$ cat config.mk
export PLATFORM = sky130hd
export DESIGN_NAME = shortest_seek_first_scheduler_core_flat
export DESIGN_NICKNAME = d
export VERILOG_FILES = /design/src/sv/sstf_pkg.sv /design/src/sv/sstf_if.sv /design/src/sv/shortest_seek_first_scheduler_core.sv /design/src/sv/sstf_store.sv /design/src/sv/sstf_pick.sv /design/src/flat_wrapper.sv
export SDC_FILE = /design/constraint.sdc
export NUM_CORES = 1
export LEC_CHECK = 0
export ABC_CLOCK_PERIOD_IN_PS = 7050
export BUFFER_PORTS_ARGS = -buffer_cell sky130_fd_sc_hd__buf_2
export CAP_MARGIN = 5
export CORE_UTILIZATION = 50
export CTS_BUF_LIST = sky130_fd_sc_hd__clkbuf_16
export DETAILED_ROUTE_END_ITERATION = 12
export GPL_ROUTABILITY_DRIVEN = 0
export GPL_TIMING_DRIVEN = 0
export MAX_ROUTING_LAYER = met4
export PLACE_DENSITY = 0.66
export SLEW_MARGIN = 10
export SYNTH_ARGS = -nofsm -noshare
export SYNTH_HDL_FRONTEND = slang
export SYNTH_SLANG_ARGS = --single-unit
$ cat constraint.sdc
create_clock -name clk -period 7.05 [get_ports clk]
set_input_delay 0.705 -clock clk [delete_from_list [all_inputs] [get_ports clk]]
set_output_delay 0.705 -clock clk [all_outputs]
set_load 0.01 [all_outputs]
$ cat src/sv/sstf_pkg.sv
`timescale 1ns / 1ps
// ----------------------------------------------------------------------------
// sstf_pkg
// Shared widths, codes and helpers of the shortest-seek-first scheduler.
// ----------------------------------------------------------------------------
package sstf_pkg;

  localparam int TRACK_W     = 7;
  localparam int TRACK_COUNT = 128;

  // Item mode codes
  localparam logic MODE_LOAD  = 1'b0;
  localparam logic MODE_START = 1'b1;

  // Control from the sequencer to the nearest-track search unit
  typedef struct packed {
    logic clear;     // drop the current best, start a new pass
    logic cand_vld;  // a read word is an unserved candidate
  } pick_ctl_t;

  // Saturate a track or head value to the track range.
  function automatic logic [TRACK_W-1:0] clamp_track(input logic [TRACK_W-1:0] v);
    logic [TRACK_W-1:0] res;
    res = v;
    if (int'(v) > TRACK_COUNT - 1) begin
      res = TRACK_W'(TRACK_COUNT - 1);
    end
    return res;
  endfunction

endpackage

$ cat src/sv/sstf_if.sv
`timescale 1ns / 1ps
// ----------------------------------------------------------------------------
// sstf_in_if / sstf_out_if
// Valid/ready channels for request words and schedule words.
// ----------------------------------------------------------------------------
interface sstf_in_if;
  logic                        valid;
  logic                        ready;
  logic                        mode;
  logic [sstf_pkg::TRACK_W-1:0] value;

  modport source (output valid, output mode, output value, input ready);
  modport sink   (input valid, input mode, input value, output ready);
endinterface

interface sstf_out_if;
  logic                        valid;
  logic                        ready;
  logic [sstf_pkg::TRACK_W-1:0] track;
  logic                        last;
  logic                        dropped;

  modport source (output valid, output track, output last, output dropped, input ready);
  modport sink   (input valid, input track, input last, input dropped, output ready);
endinterface

$ cat src/sv/shortest_seek_first_scheduler_core.sv
`timescale 1ns / 1ps
// ----------------------------------------------------------------------------
// shortest_seek_first_scheduler_core
// Shortest-seek-first track scheduler around a small request memory.
// ----------------------------------------------------------------------------
//  channel   dir  handshake    word
//  in_ch     in   valid/ready  mode, value (track to load, or head to start)
//  out_ch    out  valid/ready  track, last, dropped
//
//  A start word with stored requests begins a run that gives one result per full
//  sweep of the memory read port (one entry a cycle, through the registered read
//  data into the best-so-far register of the search unit).
//  Reset clears the count, the served marks, the overflow flag and the output.
//  A stalled output holds the search at its end; no word is taken during a run.
// ----------------------------------------------------------------------------
module shortest_seek_first_scheduler_core #(
  parameter int MAX_REQUESTS = 16
) (
  input  logic              clk,
  input  logic              rst_n,
  sstf_in_if.sink           in_ch,
  sstf_out_if.source        out_ch
);

  localparam int CNT_W = $clog2(MAX_REQUESTS + 1);
  localparam int IDX_W = $clog2(MAX_REQUESTS);
  localparam int TW    = sstf_pkg::TRACK_W;

  typedef enum logic [1:0] {
    ST_IDLE = 2'b01,
    ST_SCAN = 2'b10
  } sstf_state_t;

  sstf_state_t state_r, state_nxt;

  // Control state
  logic [CNT_W-1:0]        count_r, count_nxt;       // stored requests
  logic                    overflow_r, overflow_nxt; // a load was dropped
  logic [MAX_REQUESTS-1:0] served_r, served_nxt;     // one mark per entry
  logic [CNT_W-1:0]        idx_r, idx_nxt;           // sweep read address
  logic [CNT_W-1:0]        k_r, k_nxt;               // results emitted so far
  logic                    vld_d_r;                  // read data valid
  logic                    out_valid_r, out_valid_nxt;

  // Payload
  logic [IDX_W-1:0] idx_d_r;
  logic [TW-1:0]    head_r, head_nxt;
  logic             drop_r, drop_nxt;
  logic [TW-1:0]    out_track_r, out_track_nxt;
  logic             out_last_r, out_last_nxt;
  logic             out_dropped_r, out_dropped_nxt;

  logic             in_acc;
  logic [TW-1:0]    in_val;
  logic             out_free;
  logic             store_full;
  logic             load_wr;
  logic             issue;
  logic             scan_done;
  logic             emit;
  logic             emit_last;
  logic [TW-1:0]    rd_track;
  logic [TW-1:0]    best_track;
  logic [IDX_W-1:0] best_idx;
  sstf_pkg::pick_ctl_t pick_ctl;

  assign in_acc     = in_ch.valid && in_ch.ready;
  assign in_val     = sstf_pkg::clamp_track(in_ch.value);
  assign out_free   = !out_valid_r || out_ch.ready;
  assign store_full = (count_r == CNT_W'(MAX_REQUESTS));
  assign load_wr    = in_acc && (in_ch.mode == sstf_pkg::MODE_LOAD) && !store_full;

  // Take words only between runs, and only when a drop report has room.
  assign in_ch.ready = (state_r == ST_IDLE) && out_free;

  // Sweep: issue one read a cycle, then drain the read latency.
  assign issue     = (state_r == ST_SCAN) && (idx_r < count_r);
  assign scan_done = (state_r == ST_SCAN) && (idx_r == count_r) && !vld_d_r;
  assign emit      = scan_done && out_free;
  assign emit_last = emit && (k_r == count_r - CNT_W'(1));

  // Restart the search on each start and after each emitted result.
  assign pick_ctl.clear    = emit || (in_acc && (in_ch.mode == sstf_pkg::MODE_START));
  assign pick_ctl.cand_vld = vld_d_r && !served_r[idx_d_r];

  sstf_store #(
    .DEPTH  (MAX_REQUESTS),
    .ADDR_W (IDX_W)
  ) u_store (
    .clk     (clk),
    .wr_en   (load_wr),
    .wr_addr (count_r[IDX_W-1:0]),
    .wr_data (in_val),
    .rd_en   (issue),
    .rd_addr (idx_r[IDX_W-1:0]),
    .rd_data (rd_track)
  );

  sstf_pick #(
    .IDX_W (IDX_W)
  ) u_pick (
    .clk        (clk),
    .ctl        (pick_ctl),
    .head       (head_r),
    .cand_track (rd_track),
    .cand_idx   (idx_d_r),
    .best_track (best_track),
    .best_idx   (best_idx)
  );

  always_comb begin
    state_nxt       = state_r;
    count_nxt       = count_r;
    overflow_nxt    = overflow_r;
    served_nxt      = served_r;
    idx_nxt         = idx_r;
    k_nxt           = k_r;
    head_nxt        = head_r;
    drop_nxt        = drop_r;
    out_valid_nxt   = out_valid_r;
    out_track_nxt   = out_track_r;
    out_last_nxt    = out_last_r;
    out_dropped_nxt = out_dropped_r;

    // Release the output word once taken; a new word below overrides this.
    if (out_valid_r && out_ch.ready) begin
      out_valid_nxt = 1'b0;
    end

    if (issue) begin
      idx_nxt = idx_r + CNT_W'(1);
    end

    unique case (state_r)
      ST_IDLE: begin
        if (in_acc) begin
          if (in_ch.mode == sstf_pkg::MODE_LOAD) begin
            if (!store_full) begin
              count_nxt = count_r + CNT_W'(1);
            end else begin
              // Full store: drop the request and report it.
              overflow_nxt    = 1'b1;
              out_valid_nxt   = 1'b1;
              out_track_nxt   = in_val;
              out_last_nxt    = 1'b0;
              out_dropped_nxt = 1'b1;
            end
          end else begin
            head_nxt = in_val;
            drop_nxt = overflow_r;
            if (count_r == '0) begin
              overflow_nxt = 1'b0;
            end else begin
              state_nxt = ST_SCAN;
              idx_nxt   = '0;
              k_nxt     = '0;
            end
          end
        end
      end
      ST_SCAN: begin
        if (emit) begin
          out_valid_nxt        = 1'b1;
          out_track_nxt        = best_track;
          out_last_nxt         = emit_last;
          out_dropped_nxt      = drop_r;
          served_nxt[best_idx] = 1'b1;
          head_nxt             = best_track;
          if (emit_last) begin
            // Run complete: empty the store.
            state_nxt    = ST_IDLE;
            count_nxt    = '0;
            overflow_nxt = 1'b0;
            served_nxt   = '0;
          end else begin
            k_nxt   = k_r + CNT_W'(1);
            idx_nxt = '0;
          end
        end
      end
      default: begin
        state_nxt = ST_IDLE;
      end
    endcase
  end

  always_ff @(posedge clk) begin
    if (!rst_n) begin
      state_r     <= ST_IDLE;
      count_r     <= '0;
      overflow_r  <= 1'b0;
      served_r    <= '0;
      idx_r       <= '0;
      k_r         <= '0;
      vld_d_r     <= 1'b0;
      out_valid_r <= 1'b0;
    end else begin
      state_r     <= state_nxt;
      count_r     <= count_nxt;
      overflow_r  <= overflow_nxt;
      served_r    <= served_nxt;
      idx_r       <= idx_nxt;
      k_r         <= k_nxt;
      vld_d_r     <= issue;
      out_valid_r <= out_valid_nxt;
    end
  end

  always_ff @(posedge clk) begin
    idx_d_r       <= idx_r[IDX_W-1:0];
    head_r        <= head_nxt;
    drop_r        <= drop_nxt;
    out_track_r   <= out_track_nxt;
    out_last_r    <= out_last_nxt;
    out_dropped_r <= out_dropped_nxt;
  end

  assign out_ch.valid   = out_valid_r;
  assign out_ch.track   = out_track_r;
  assign out_ch.last    = out_last_r;
  assign out_ch.dropped = out_dropped_r;

endmodule

$ cat src/sv/sstf_store.sv
`timescale 1ns / 1ps
// ----------------------------------------------------------------------------
// sstf_store
// Request memory: one write port, one read port with registered read data.
// ----------------------------------------------------------------------------
module sstf_store #(
  parameter int DEPTH  = 16,
  parameter int ADDR_W = 4
) (
  input  logic                         clk,
  input  logic                         wr_en,
  input  logic [ADDR_W-1:0]            wr_addr,
  input  logic [sstf_pkg::TRACK_W-1:0] wr_data,
  input  logic                         rd_en,
  input  logic [ADDR_W-1:0]            rd_addr,
  output logic [sstf_pkg::TRACK_W-1:0] rd_data
);

  logic [sstf_pkg::TRACK_W-1:0] mem [DEPTH];
  logic [sstf_pkg::TRACK_W-1:0] rd_data_r;

  always_ff @(posedge clk) begin
    if (wr_en) begin
      mem[wr_addr] <= wr_data;
    end
  end

  always_ff @(posedge clk) begin
    if (rd_en) begin
      rd_data_r <= mem[rd_addr];
    end
  end

  assign rd_data = rd_data_r;

endmodule

$ cat src/sv/sstf_pick.sv
`timescale 1ns / 1ps
// ----------------------------------------------------------------------------
// sstf_pick
// Nearest-track search: compare one candidate a cycle against the best so far.
// ----------------------------------------------------------------------------
module sstf_pick #(
  parameter int IDX_W = 4
) (
  input  logic                         clk,
  input  sstf_pkg::pick_ctl_t          ctl,
  input  logic [sstf_pkg::TRACK_W-1:0] head,
  input  logic [sstf_pkg::TRACK_W-1:0] cand_track,
  input  logic [IDX_W-1:0]             cand_idx,
  output logic [sstf_pkg::TRACK_W-1:0] best_track,
  output logic [IDX_W-1:0]             best_idx
);

  logic                         found_r;
  logic                         found_nxt;
  logic [sstf_pkg::TRACK_W-1:0] best_d_r;
  logic [sstf_pkg::TRACK_W-1:0] best_track_r;
  logic [IDX_W-1:0]             best_idx_r;
  logic [sstf_pkg::TRACK_W-1:0] cand_d;
  logic                         better;

  assign cand_d = (cand_track >= head) ? (cand_track - head) : (head - cand_track);

  // Strictly nearer wins; equal distance goes to the lower track; equal track keeps
  // the earlier entry.
  assign better = ctl.cand_vld &&
                  (!found_r || (cand_d < best_d_r) ||
                   ((cand_d == best_d_r) && (cand_track < best_track_r)));

  always_comb begin
    found_nxt = found_r;
    if (ctl.clear) begin
      found_nxt = 1'b0;
    end else if (better) begin
      found_nxt = 1'b1;
    end
  end

  always_ff @(posedge clk) begin
    found_r <= found_nxt;
    if (better && !ctl.clear) begin
      best_d_r     <= cand_d;
      best_track_r <= cand_track;
      best_idx_r   <= cand_idx;
    end
  end

  assign best_track = best_track_r;
  assign best_idx   = best_idx_r;

endmodule

$ cat src/flat_wrapper.sv
// flat-port wrapper written by rule: the top's interface ports become plain ports
module shortest_seek_first_scheduler_core_flat 
#(
  parameter int MAX_REQUESTS = 16
)
  (clk, rst_n, in_ch_valid, in_ch_mode, in_ch_value, in_ch_ready, out_ch_valid, out_ch_track, out_ch_last, out_ch_dropped, out_ch_ready);
  sstf_in_if in_ch_i ();
  sstf_out_if out_ch_i ();
  input  logic clk;
  input  logic rst_n;
  input wire logic [$bits(in_ch_i.valid)-1:0] in_ch_valid;
  input wire logic [$bits(in_ch_i.mode)-1:0] in_ch_mode;
  input wire logic [$bits(in_ch_i.value)-1:0] in_ch_value;
  output wire logic [$bits(in_ch_i.ready)-1:0] in_ch_ready;
  output wire logic [$bits(out_ch_i.valid)-1:0] out_ch_valid;
  output wire logic [$bits(out_ch_i.track)-1:0] out_ch_track;
  output wire logic [$bits(out_ch_i.last)-1:0] out_ch_last;
  output wire logic [$bits(out_ch_i.dropped)-1:0] out_ch_dropped;
  input wire logic [$bits(out_ch_i.ready)-1:0] out_ch_ready;
  assign in_ch_i.valid = in_ch_valid;
  assign in_ch_i.mode = in_ch_mode;
  assign in_ch_i.value = in_ch_value;
  assign in_ch_ready = in_ch_i.ready;
  assign out_ch_valid = out_ch_i.valid;
  assign out_ch_track = out_ch_i.track;
  assign out_ch_last = out_ch_i.last;
  assign out_ch_dropped = out_ch_i.dropped;
  assign out_ch_i.ready = out_ch_ready;
  shortest_seek_first_scheduler_core #(.MAX_REQUESTS(MAX_REQUESTS)) u_core (.clk(clk), .rst_n(rst_n), .in_ch(in_ch_i), .out_ch(out_ch_i));
endmodule
==> results.sh <==
export IMPL_outcome="finished, final reports clean"
export IMPL_rsz0062_at_grt="no"
export IMPL_place_port_buffers=22
export IMPL_slew_headroom_pct=23.8
export IMPL_timing_hold_ws_ps=388
export IMPL_final_cell_mix="edfxtp_1, nor2_1, inv_1"
export IMPL_synth_simple_area_share_pct=7.33
export IMPL_cts_htree_levels=4
export IMPL_mostFrequentLayoutCell="edfxtp_1"
export IMPL_holdBufCountCts=0
export IMPL_die_width_um=133
export IMPL_final_max_slew_viol_count=0
export IMPL_slowest_stage="a31oi_2"
export IMPL_stdcell_area_um2=9640
export IMPL_fin_skew_ps=13.7
export IMPL_cp_end_kind="register"
export IMPL_synth_adder_area_share_pct=6.42
export IMPL_yosys_area_top_type="edfxtp_1"
export IMPL_wl_per_cell_um=18.5
export IMPL_drc=0
export IMPL_yosys_area_top_type_share_pct=53.7
export IMPL_path_class="register to register"
export IMPL_fmax_mhz=233
export IMPL_antenna_found_initial=0
export IMPL_cts_sinks=195
export IMPL_num_io_pins=23
export IMPL_fin_setup_tns_ps=0
export IMPL_start_util_pct=51.6
export IMPL_track_usage_pct=19.8
export IMPL_grt_pass1_vias=4855
export IMPL_grt_pass1_wl_um=25600
export IMPL_synth_warnings=0
export IMPL_tightest_slew_ps=1140
export IMPL_ant_nets=0
export IMPL_crit_chain="inv_1 > ha_1 > o211ai_1 > a31oi_1 > o21ai_2 > mux2i_1 > a21boi_0 > mux2_2 > o221ai_1 > ha_1 > nand4b_1 > a211oi_1 > o21ai_0 > a31oi_2 > buf_6"
export IMPL_clk_latency_ps=440
export IMPL_maxCapViolations=0
export IMPL_postCtsResizedCells=0
export IMPL_crit_arrival_ps=4440
export IMPL_cp_start_kind="register"
export IMPL_cpLargestDelayFamily="compound AO/OA/AOI/OAI gates"
export IMPL_ys_types=57
export IMPL_design_power_total_mw=2.93
export IMPL_synth_edff_count=154
export IMPL_cts_buffers=17
export IMPL_cts_tree="yes"
export IMPL_vdd_drop_max_uv=185
export IMPL_hp_class="register to register"
export IMPL_grt_ovfl_total=0
export IMPL_cp_max_fo=11
export IMPL_cp_required_ps=7190
export IMPL_dominantRegCellSynth="edfxtp_1"
export IMPL_via_per_inst=5.54
export IMPL_power_frac_seq_pct=46.3
export IMPL_grt_max_degree=19
export IMPL_switching_share_pct=28.1
export IMPL_yosysSeqAreaShare_pct=63.2
export IMPL_clock_root_buffer="clkbuf_16"
export IMPL_core_region_area_um2=16700
export IMPL_finalSetupViolCount=0
export IMPL_clkTransAtPathRegs_ps=70
export IMPL_fin_crit_ps=4300
export IMPL_async_flop_share_pct=0
export IMPL_yosys_top_cells_area="edfxtp_1, mux4_2, dfxtp_1"
export IMPL_totalWireLength_um=15700
export IMPL_area_growth_synth_to_final_pct=11.9
export IMPL_synthesis_nets=626
export IMPL_pwr_share_clk_pct=33.0
export IMPL_n_antenna_cell=0
export IMPL_drive_gt1_share_pct=19.8
export IMPL_leakage_nw=3.40
export IMPL_vias=4690
export IMPL_placed_cell_area_um2=9040
export IMPL_cts_setup_buffers=0
export IMPL_synth_cells=571
export IMPL_dieArea_um2=17800
export IMPL_powerDensity_nw_per_um2=304
export IMPL_p_int_mw=2.11
export IMPL_ys_ff_latch=195
export IMPL_dr_pass1_iters=5
export IMPL_path_common_cell="ha_1"
export IMPL_synth_top_family_by_area="multiplexers"
export IMPL_drt_iter0_drc=318
export IMPL_synth_area_per_cell_um2=15.1
export IMPL_p_sw_uw=825
export IMPL_finalHoldViolCount=0
export IMPL_synth_compound_area_share_pct=5.52
export IMPL_die_h_um=133
export IMPL_path_buf_inv=2
export IMPL_final_nets=669
export IMPL_clockBufferDepth=2
export IMPL_p_comb_share_pct=20.7
export IMPL_row_count=47
export IMPL_slowest_delay_ps=520
export IMPL_finalCritPeriodShare_pct=61.0
export IMPL_syn_area_um2=8610
export IMPL_muxShareOfSynthArea_pct=12.4
export IMPL_hpwl_um=11600
export IMPL_synth_xor_area_share_pct=2.31
## layout make-up
cell class                      instances  area, um2
Clock buffer                           17        425
Inverter                               44        165
Multi-Input combinational cell        316       2950
Clock inverter                         15        171
Fill cell                            1317       7060
Timing Repair Buffer                   24        129
Buffer                                 16       80.1
Tap cell                              220        275
Sequential cell                       195       5450
## kinds of logic after synthesis
group                      count (synthesis)
adders and majority gates                 43
buffers and inverters                     60
AOI/OAI and AO/OA                         71
and+or+nand+nor                          126
muxes                                     55
xor gates and xnor gates                  21
DFF                                      195
## power by group through the flow
stage / Combinational [mW] / Sequential [mW] / Clock [mW]
after floorplan: 0.434 / 1.38 / 0
after global placement: 0.585 / 1.38 / 0
after detailed placement: 0.604 / 1.38 / 0
after CTS: 0.609 / 1.36 / 0.985
after global routing: 0.669 / 1.36 / 1.04
final: 0.606 / 1.36 / 0.969
## per-stage QoR
| step | worst slack [ps] | cells | utilization, % |
|---|---|---|---|
| after global routing | 2500 | 847 | 57.7 |
| after detailed placement | 2730 | 815 | 54.2 |
| after global placement | 2010 | 813 | 53.9 |
| final | 2750 | 847 | 57.7 |
| after CTS | 2720 | 847 | 57.7 |
| after floorplan | 2840 | 571 | - |
## worst paths after layout
check,startpoint,end,slack [ps],depth (start not counted)
max,u_core.u_store.rd_data[1],u_core.u_pick.best_d_r[3],2750,15
min,u_core.idx_r[2],u_core.idx_d_r[2],390,0
max reg2reg,u_core.u_store.rd_data[1],u_core.u_pick.best_d_r[3],2750,15
min reg2reg,u_core.idx_r[2],u_core.idx_d_r[2],390,0
## metal layers
metal	vias up	global-route usage (%)	part of all wire [%]
li1	2239	-	-
met1	2362	24.8	45
met2	72	32.4	51
met3	17	4.15	3.0
met4	0	6.50	1.3
met5	-	-	0
## synthesized netlist by cell type (4+ instances only)
library cell / instances
mux4_2: 40
mux2_2: 11
xor2_1: 8
buf_1: 5
a211oi_1: 4
a21boi_0: 4
edfxtp_1: 154
mux2i_1: 4
dfxtp_1: 41
o21ai_0: 10
clkbuf_1: 5
a21oi_1: 22
nand2_1: 27
nand4_1: 8
a21o_1: 4
nand3b_1: 4
nand2b_1: 7
nor3b_1: 4
a31oi_1: 6
inv_1: 44
nor2_1: 51
xnor2_1: 12
buf_2: 4
ha_1: 41
## state kept, by name, summed over array words and instances, names as in the netlist, 4 cells and up
signal	count
u_core.u_pick.best_idx	4
u_core.u_pick.best_track	7
u_core.served_r	16
u_core.u_store.rd_data	7
u_core.k_r	5
u_core.idx_r	5
u_core.u_pick.best_d_r	7
u_core.head_r	7
u_core.count_r	5
u_core.out_ch.track	7
u_core.idx_d_r	4
u_core.u_store.mem	112
## worst reg2reg max path: stages (launching register included)
cell,delay [ps]
edfxtp_1,470
inv_1,120
ha_1,350
o211ai_1,170
a31oi_1,70
o21ai_2,360
mux2i_1,300
a21boi_0,150
mux2_2,240
o221ai_1,150
ha_1,340
nand4b_1,140
a211oi_1,200
o21ai_0,180
a31oi_2,520
buf_6,240
Power figures use the tool's default switching activity.
